### src/hdl/diug_pkg.sv
// Package with shared types and constants of the interval union gain block.
package diug_pkg;
	localparam int MaxSegmentsDefault = 64;
	localparam int CoordBitsDefault = 32;
	localparam int GainBits = 32;
	localparam int CountBits = 7;

	typedef struct packed {
		logic [31:0] seg_start;
		logic [31:0] seg_end;
	} in_word_t;

	typedef struct packed {
		logic [GainBits-1:0] gain;
		logic table_full;
		logic [CountBits-1:0] entry_count;
	} out_word_t;

	// Controller to datapath.
	typedef struct packed {
		logic load;     // capture input word, clear accumulators
		logic rd;       // issue read of entry at read index
		logic scan;     // accumulate gain from registered read data
		logic merge;    // merge/compact with registered read data
		logic rst_idx;  // clear read/write indexes
		logic finish;   // write union entry and form result
	} dp_cmd_t;

	// Datapath to controller.
	typedef struct packed {
		logic last_rd;  // read index has reached the count
		logic covered;
		logic any_meet;
		logic full;     // count is at capacity
	} dp_sts_t;
endpackage

### src/hdl/disjoint_interval_union_gain_top.sv
// Top level of the disjoint interval union gain block.
//   channel | dir | handshake           | word
//   in      | in  | in_valid/in_ready   | in_word  (seg_start, seg_end)
//   out     | out | out_valid/out_ready | out_word (gain, table_full, entry_count)
// An item passes through acceptance, a gain pass and a merge pass through the single read port,
// the finish step and then the held result. A covered or dropped word skips the merge
// pass. Reset clears the count; table contents need no clearing.
// One word is worked at a time; the result is held until out_ready.
module disjoint_interval_union_gain_top #(
	parameter int MAX_SEGMENTS = diug_pkg::MaxSegmentsDefault,
	parameter int COORD_BITS = diug_pkg::CoordBitsDefault
) (
	input logic clk,
	input logic arst_n,
	input logic in_valid,
	output logic in_ready,
	input diug_pkg::in_word_t in_word,
	output logic out_valid,
	input logic out_ready,
	output diug_pkg::out_word_t out_word
);
	import diug_pkg::*;

	dp_cmd_t cmd;
	dp_sts_t sts;

	diug_ctrl u_ctrl (
		.clk(clk), .arst_n(arst_n),
		.in_valid(in_valid), .in_ready(in_ready),
		.out_valid(out_valid), .out_ready(out_ready),
		.sts(sts), .cmd(cmd)
	);

	diug_datapath #(.MAX_SEGMENTS(MAX_SEGMENTS), .COORD_BITS(COORD_BITS)) u_dp (
		.clk(clk), .arst_n(arst_n), .in_word(in_word),
		.cmd(cmd), .sts(sts), .result(out_word)
	);
endmodule

### src/hdl/diug_datapath.sv
// Datapath: segment table memory, overlap accumulation and compaction.
module diug_datapath #(
	parameter int MAX_SEGMENTS = diug_pkg::MaxSegmentsDefault,
	parameter int COORD_BITS = diug_pkg::CoordBitsDefault
) (
	input logic clk,
	input logic arst_n,
	input diug_pkg::in_word_t in_word,
	input diug_pkg::dp_cmd_t cmd,
	output diug_pkg::dp_sts_t sts,
	output diug_pkg::out_word_t result
);
	import diug_pkg::*;

	localparam int IdxBits = $clog2(MAX_SEGMENTS);
	localparam int CntBits = $clog2(MAX_SEGMENTS + 1);
	localparam int AccBits = COORD_BITS + 1;

	logic [COORD_BITS-1:0] mem_start [MAX_SEGMENTS];
	logic [COORD_BITS-1:0] mem_end [MAX_SEGMENTS];
	logic [COORD_BITS-1:0] rd_start_q, rd_end_q;
	logic [COORD_BITS-1:0] s_q, e_q, us_q, ue_q;
	logic [AccBits-1:0] overlap_q;
	logic [CntBits-1:0] count_q, ridx_q, widx_q;
	logic covered_q, meet_q;
	logic [COORD_BITS-1:0] s_in, e_in, lo, hi, wr_s, wr_e;
	logic meets, covers, wr_en;
	logic do_store;
	logic [IdxBits-1:0] wr_addr;
	logic [COORD_BITS-1:0] len;
	logic [AccBits-1:0] gain_w;
	logic [CntBits-1:0] new_count;

	assign s_in = COORD_BITS'(in_word.seg_start);
	assign e_in = (COORD_BITS'(in_word.seg_end) < s_in) ? s_in : COORD_BITS'(in_word.seg_end);
	assign meets = (rd_start_q <= e_q) && (rd_end_q >= s_q);
	assign covers = (rd_start_q <= s_q) && (rd_end_q >= e_q);
	assign lo = (rd_start_q > s_q) ? rd_start_q : s_q;
	assign hi = (rd_end_q < e_q) ? rd_end_q : e_q;
	assign len = e_q - s_q;
	assign gain_w = (covered_q || overlap_q > AccBits'(len)) ? '0 : AccBits'(len) - overlap_q;

	// The union is stored unless the word is covered or the table is full with no meet.
	assign do_store = !covered_q && (meet_q || !sts.full);

	// Kept entries slide down to the write index; the union lands after them.
	assign wr_en = (cmd.merge && !meets) ||
		(cmd.finish && do_store && widx_q < CntBits'(MAX_SEGMENTS));
	assign wr_addr = widx_q[IdxBits-1:0];
	assign wr_s = cmd.finish ? us_q : rd_start_q;
	assign wr_e = cmd.finish ? ue_q : rd_end_q;
	assign new_count = (widx_q < CntBits'(MAX_SEGMENTS)) ? widx_q + 1'b1 : widx_q;

	assign sts.last_rd = (ridx_q == count_q);
	assign sts.covered = covered_q;
	assign sts.any_meet = meet_q;
	assign sts.full = (count_q == CntBits'(MAX_SEGMENTS));

	always_ff @(posedge clk) begin
		if (wr_en) begin
			mem_start[wr_addr] <= wr_s;
			mem_end[wr_addr] <= wr_e;
		end
		if (cmd.rd) begin
			rd_start_q <= mem_start[ridx_q[IdxBits-1:0]];
			rd_end_q <= mem_end[ridx_q[IdxBits-1:0]];
		end
	end

	always_ff @(posedge clk or negedge arst_n) begin
		if (!arst_n) begin
			count_q <= '0;
			ridx_q <= '0;
			widx_q <= '0;
			covered_q <= 1'b0;
			meet_q <= 1'b0;
			overlap_q <= '0;
			s_q <= '0;
			e_q <= '0;
			us_q <= '0;
			ue_q <= '0;
			result <= '0;
		end else begin
			if (cmd.load) begin
				s_q <= s_in;
				e_q <= e_in;
				us_q <= s_in;
				ue_q <= e_in;
				covered_q <= 1'b0;
				meet_q <= 1'b0;
				overlap_q <= '0;
			end
			if (cmd.rst_idx) begin
				ridx_q <= '0;
				widx_q <= '0;
			end else if (cmd.rd) begin
				ridx_q <= ridx_q + 1'b1;
			end
			if (cmd.scan) begin
				if (covers) covered_q <= 1'b1;
				if (meets) begin
					meet_q <= 1'b1;
					if (hi > lo) overlap_q <= overlap_q + AccBits'(hi - lo);
				end
			end
			if (cmd.merge) begin
				if (meets) begin
					if (rd_start_q < us_q) us_q <= rd_start_q;
					if (rd_end_q > ue_q) ue_q <= rd_end_q;
				end else begin
					widx_q <= widx_q + 1'b1;
				end
			end
			if (cmd.finish) begin
				result.gain <= GainBits'(gain_w);
				result.entry_count <= CountBits'(count_q);
				result.table_full <= 1'b0;
				if (covered_q) begin
				end else if (!meet_q && sts.full) begin
					result.table_full <= 1'b1;
				end else begin
					count_q <= new_count;
					result.entry_count <= CountBits'(new_count);
				end
			end
		end
	end
endmodule

### src/hdl/diug_ctrl.sv
// Controller: sequences the gain pass, merge pass and result handshake.
module diug_ctrl (
	input logic clk,
	input logic arst_n,
	input logic in_valid,
	output logic in_ready,
	output logic out_valid,
	input logic out_ready,
	input diug_pkg::dp_sts_t sts,
	output diug_pkg::dp_cmd_t cmd
);
	import diug_pkg::*;

	typedef enum logic [2:0] {
		IDLE, SCAN_RD, SCAN_USE, MERGE_RD, MERGE_USE, FINISH, DONE
	} state_t;
	state_t state_q;

	assign in_ready = (state_q == IDLE);
	assign out_valid = (state_q == DONE);

	always_comb begin
		cmd = '0;
		unique case (state_q)
			IDLE: begin
				cmd.load = in_valid;
				cmd.rst_idx = 1'b1;
			end
			SCAN_RD: begin
				cmd.rd = !sts.last_rd;
				// The merge pass starts fresh from entry zero after the gain pass.
				cmd.rst_idx = sts.last_rd;
			end
			SCAN_USE: cmd.scan = 1'b1;
			MERGE_RD: cmd.rd = !sts.last_rd;
			MERGE_USE: cmd.merge = 1'b1;
			FINISH: cmd.finish = 1'b1;
			DONE: ;
			default: ;
		endcase
	end

	always_ff @(posedge clk or negedge arst_n) begin
		if (!arst_n) begin
			state_q <= IDLE;
		end else begin
			unique case (state_q)
				IDLE: if (in_valid) state_q <= SCAN_RD;
				SCAN_RD: state_q <= sts.last_rd ? MERGE_RD : SCAN_USE;
				SCAN_USE: state_q <= SCAN_RD;
				MERGE_RD: begin
					if (sts.last_rd || sts.covered || (!sts.any_meet && sts.full))
						state_q <= FINISH;
					else
						state_q <= MERGE_USE;
				end
				MERGE_USE: state_q <= MERGE_RD;
				FINISH: state_q <= DONE;
				DONE: if (out_ready) state_q <= IDLE;
				default: state_q <= IDLE;
			endcase
		end
	end
endmodule

### config.mk
export PLATFORM = sky130hd
export DESIGN_NAME = disjoint_interval_union_gain_top
export DESIGN_NICKNAME = d
export VERILOG_FILES = /design/src/hdl/diug_pkg.sv /design/src/hdl/disjoint_interval_union_gain_top.sv /design/src/hdl/diug_datapath.sv /design/src/hdl/diug_ctrl.sv
export SDC_FILE = /design/constraint.sdc
export NUM_CORES = 2
export LEC_CHECK = 0
export BUFFER_PORTS_ARGS = -buffer_cell sky130_fd_sc_hd__buf_2
export CAP_MARGIN = 20
export CORE_MARGIN = 10
export CORE_UTILIZATION = 40
export DETAILED_ROUTE_END_ITERATION = 8
export HOLD_SLACK_MARGIN = 0.05
export PLACE_DENSITY = 0.62
export SLEW_MARGIN = 20
export SYNTH_ARGS = -nofsm -noshare
export SYNTH_HDL_FRONTEND = slang
export SYNTH_HIERARCHICAL = 1
export SYNTH_SLANG_ARGS = --single-unit
### constraint.sdc
create_clock -name clk -period 15.14 [get_ports clk]
set_input_delay 0.757 -clock clk [delete_from_list [all_inputs] [get_ports clk]]
set_output_delay 0.757 -clock clk [all_outputs]
set_load 0.01 [all_outputs]
==> metrics.yaml <==
run_status: "complete, no violations"
ys_ff_latch: 4387
powerDensity_mw_per_mm2: 201
area_growth_pct: 13.3
drcViolationCount: 0
yosysUniqueCellTypes: 85
worst-r2r-cell-count: 23
vias: 91100
ant_nets: 0
routed_wirelength_um: 494000
synthesis.instances: 8627
fin_crit_sh: 0.494
clk_path_buf_depth: 4
routabilityCongestion: 0.894
initial_core_util: 0.401
io_buffers: 109
final_cell_mix: "edfxtp_1 (4160), mux4_2 (1344), clkbuf_16 (445), ha_1 (383), inv_1 (364)"
fin_nets: 9495
whs_path_depth: 4
setup_slack_ns: 7.66
grt_overflow: 0
tightestPinTransition_ns: 1.19
finalCriticalPeriod_ns: 7.48
grt_max_degree: 165
setup_viol: 0
rsz0062_at_grt: "no"
leakagePower_uw: 0.0653
crit_required_ns: 15.95
io_pins: 110
dieArea_mm2: 0.477
die_y_um: 691
seqCellArea_mm2: 0.131
clkSinkCount: 4387
core_area_mm2: 0.449
critPathSlowestCell: "buf_4"
yosysWarnings: 6
cts_root_buf: "clkbuf_16"
num_rows: 246
clk_pin_slew_ns: 0.07
hold_path_class: "primary input to register"
multiInputGateArea_mm2: 0.0471
synth_edf_count: 4160
grt_pass1_wl_um: 701000
clk_latency_ns: 1.03
maxSlewViolCount: 0
synth-seq-area-share: 0.726
place_hpwl_um: 293000
cp_cell_sequence: "ha_1, a21o_1, a221o_1, a221oi_1, o21ai_1, nor2_4, buf_4, mux2i_1, inv_1, ha_1, ha_1, a21o_1, a21o_1, a21oi_1, o22ai_1, a31oi_1, o31a_1, o21ai_0, a211o_1, o31a_1, and4b_1, nor3_1, mux2i_1"
irDropWorstVdd_mv: 0.166
startpoint_type: "register"
nFillCells: 37200
combPwrFrac: 0.344
cts_buffers: 441
path_max_fanout: 48
dr.pass1.iters: 8
crit_type: "register to register"
routedWlPerCell_um: 32.1
drv_cap: 0
dp_slack_ns: 7.76
relSlewSlack: 0.208
cts_max_level: 5
ys_async_sr_fraction: 0.0517
fp.dieW_um: 691
power_switching_uw: 13800
tritoncts: "done"
fmax_ghz: 0.134
critPathCaptureType: "register"
hold_viol: 0
syn_area_per_cell_um2: 20.9
grt_pass1_vias: 91300
drive_above_1_share: 0.276
antenna_found_initial: 39
syn-cell-area_mm2: 0.180
slowest_delay_ns: 0.54
synth_ff_type: "edfxtp_1"
cts_resized: 0
syn-num-nets: 9107
fin_skew_ns: 0.103
pwr-share-seq: 0.386
initialDrtViolationCount: 10800
r2r_setup_slack_ns: 7.66
gr-usage-all-layers: 0.202
clockPowerShare: 0.270
swShare: 0.337
cell_internal_pwr_uw: 27200
finalSetupTns_ns: 0
final_common_cell: "edfxtp_1"
cp.arrival_ns: 8.29
p_total_uw: 41000
vias_per_cell: 5.93
## critical path: cells and delay by family, from the launching register on
family | cells | cell delay, ns
AO/OA/AOI/OAI | 13 | 3.78
AND/OR/NAND/NOR | 3 | 0.85
buffers and inverters | 2 | 0.66
multiplexers | 2 | 0.47
flip-flops | 1 | 0.53
adder cells (fa/ha/maj) | 3 | 1.04
## power groups by stage
stage | Sequential (uW) | Clock, uW | Combinational (uW)
after floorplan | 15900 | 0 | 9660
after global placement | 16000 | 0 | 13800
after detailed placement | 16100 | 0 | 14000
after CTS | 15800 | 11300 | 14100
after global routing | 15900 | 11700 | 15400
final | 15800 | 11100 | 14100
## path summary, 6_finish.rpt
kind | start | end
max | u_dp/rd_end_q[25]$_DFFE_PP_ | u_dp/overlap_q[31]$_DFF_PN0_
min in group asynchronous | arst_n | u_dp/result[27]$_DFFE_PN0P_
min | in_valid | u_ctrl/state_q[0]$_DFFE_PN0P_
max in group asynchronous | arst_n | u_dp/e_q[0]$_DFFE_PN0P_
max reg2reg | u_dp/rd_end_q[25]$_DFFE_PP_ | u_dp/overlap_q[31]$_DFF_PN0_
min reg2reg | u_dp/result[3]$_DFFE_PN0P_ | u_dp/result[3]$_DFFE_PN0P_
## what timing repair did
action / 4_1_cts / 5_1_grt
hold endpoints to repair: 95 / 0
buffers inserted: 0 / 0
hold buffers: 2 / 0
## flip-flops by register name (all words and copies together), names as in the netlist, 3 cells and up
| signal | cells |
|---|---|
| u_ctrl/state_q | 3 |
| u_dp/ue_q | 32 |
| u_dp/result | 40 |
| u_dp/overlap_q | 33 |
| u_dp/count_q | 7 |
| u_dp/us_q | 32 |
| u_dp/rd_end_q | 32 |
| u_dp/mem_start | 2048 |
| u_dp/mem_end | 2048 |
| u_dp/ridx_q | 7 |
| u_dp/s_q | 32 |
| u_dp/rd_start_q | 32 |
| u_dp/e_q | 32 |
| u_dp/widx_q | 7 |
## layout make-up
class | instances | share of cell area
diodes | 8 | 0.0000982
clock buffers | 528 | 0.0565
well taps | 5952 | 0.0365
repair buffers | 342 | 0.0124
inverters | 364 | 0.00670
multi-input cells | 3479 | 0.231
flip-flops and latches | 4387 | 0.641
clock inverters | 299 | 0.0160
## stage by stage
| stage | cells | hold WS [ns] | utilization | cell area, um^2 |
|---|---|---|---|---|
| floorplan | 8627 | 0.461 | - | 180000 |
| global placement | 14500 | 0.486 | 0.421 | 189000 |
| detailed placement | 14500 | 0.494 | 0.421 | 189000 |
| CTS | 15400 | 0.0818 | 0.454 | 204000 |
| global route | 15400 | 0.160 | 0.454 | 204000 |
| finish | 15400 | 0.155 | 0.454 | 204000 |
## Yosys cell counts (all sizes together) (9+ instances only)
library cell / n / area share
a211oi: 14 / 0.00061
a21o: 121 / 0.0050
a21oi: 259 / 0.0072
a31oi: 12 / 0.00042
buf: 119 / 0.0027
clkbuf: 278 / 0.0059
dfrtp: 227 / 0.032
edfxtp: 4160 / 0.69
fa: 29 / 0.0032
ha: 383 / 0.027
inv: 364 / 0.0076
mux2: 139 / 0.0087
mux2i: 39 / 0.0022
mux4: 1344 / 0.17
nand2: 143 / 0.0030
nand2b: 37 / 0.0013
nand3: 32 / 0.00089
nand3b: 9 / 0.00038
nand4: 52 / 0.0018
nor2: 261 / 0.0055
nor2b: 33 / 0.0011
nor3: 21 / 0.00065
nor4: 12 / 0.00049
o211ai: 14 / 0.00058
o21a: 22 / 0.00092
o21ai: 173 / 0.0048
o21bai: 12 / 0.00050
o22ai: 31 / 0.0011
o31ai: 33 / 0.0014
or2: 9 / 0.00031
or3: 34 / 0.0012
xnor2: 68 / 0.0033
xor2: 42 / 0.0020
## cells by family (layout without fill, tap and decap cells)
family,after synthesis,count (layout),synth area share
buf+inv,761,1533,0.0161
simple gates,685,685,0.0184
other cells,0,8,0
fa+ha+maj,413,413,0.0299
compound gates,749,749,0.0255
mux,1522,1522,0.179
xor+xnor,110,110,0.00535
flops,4387,4387,0.726
## metal layers
layer	global-route usage	routed length, um	vias to the layer above
li1	-	-	36600
met1	0.286	200000	49300
met2	0.318	231000	4382
met3	0.0395	45700	790
met4	0.0608	16200	20
met5	0	123	-
Power figures use the tool's default switching activity.
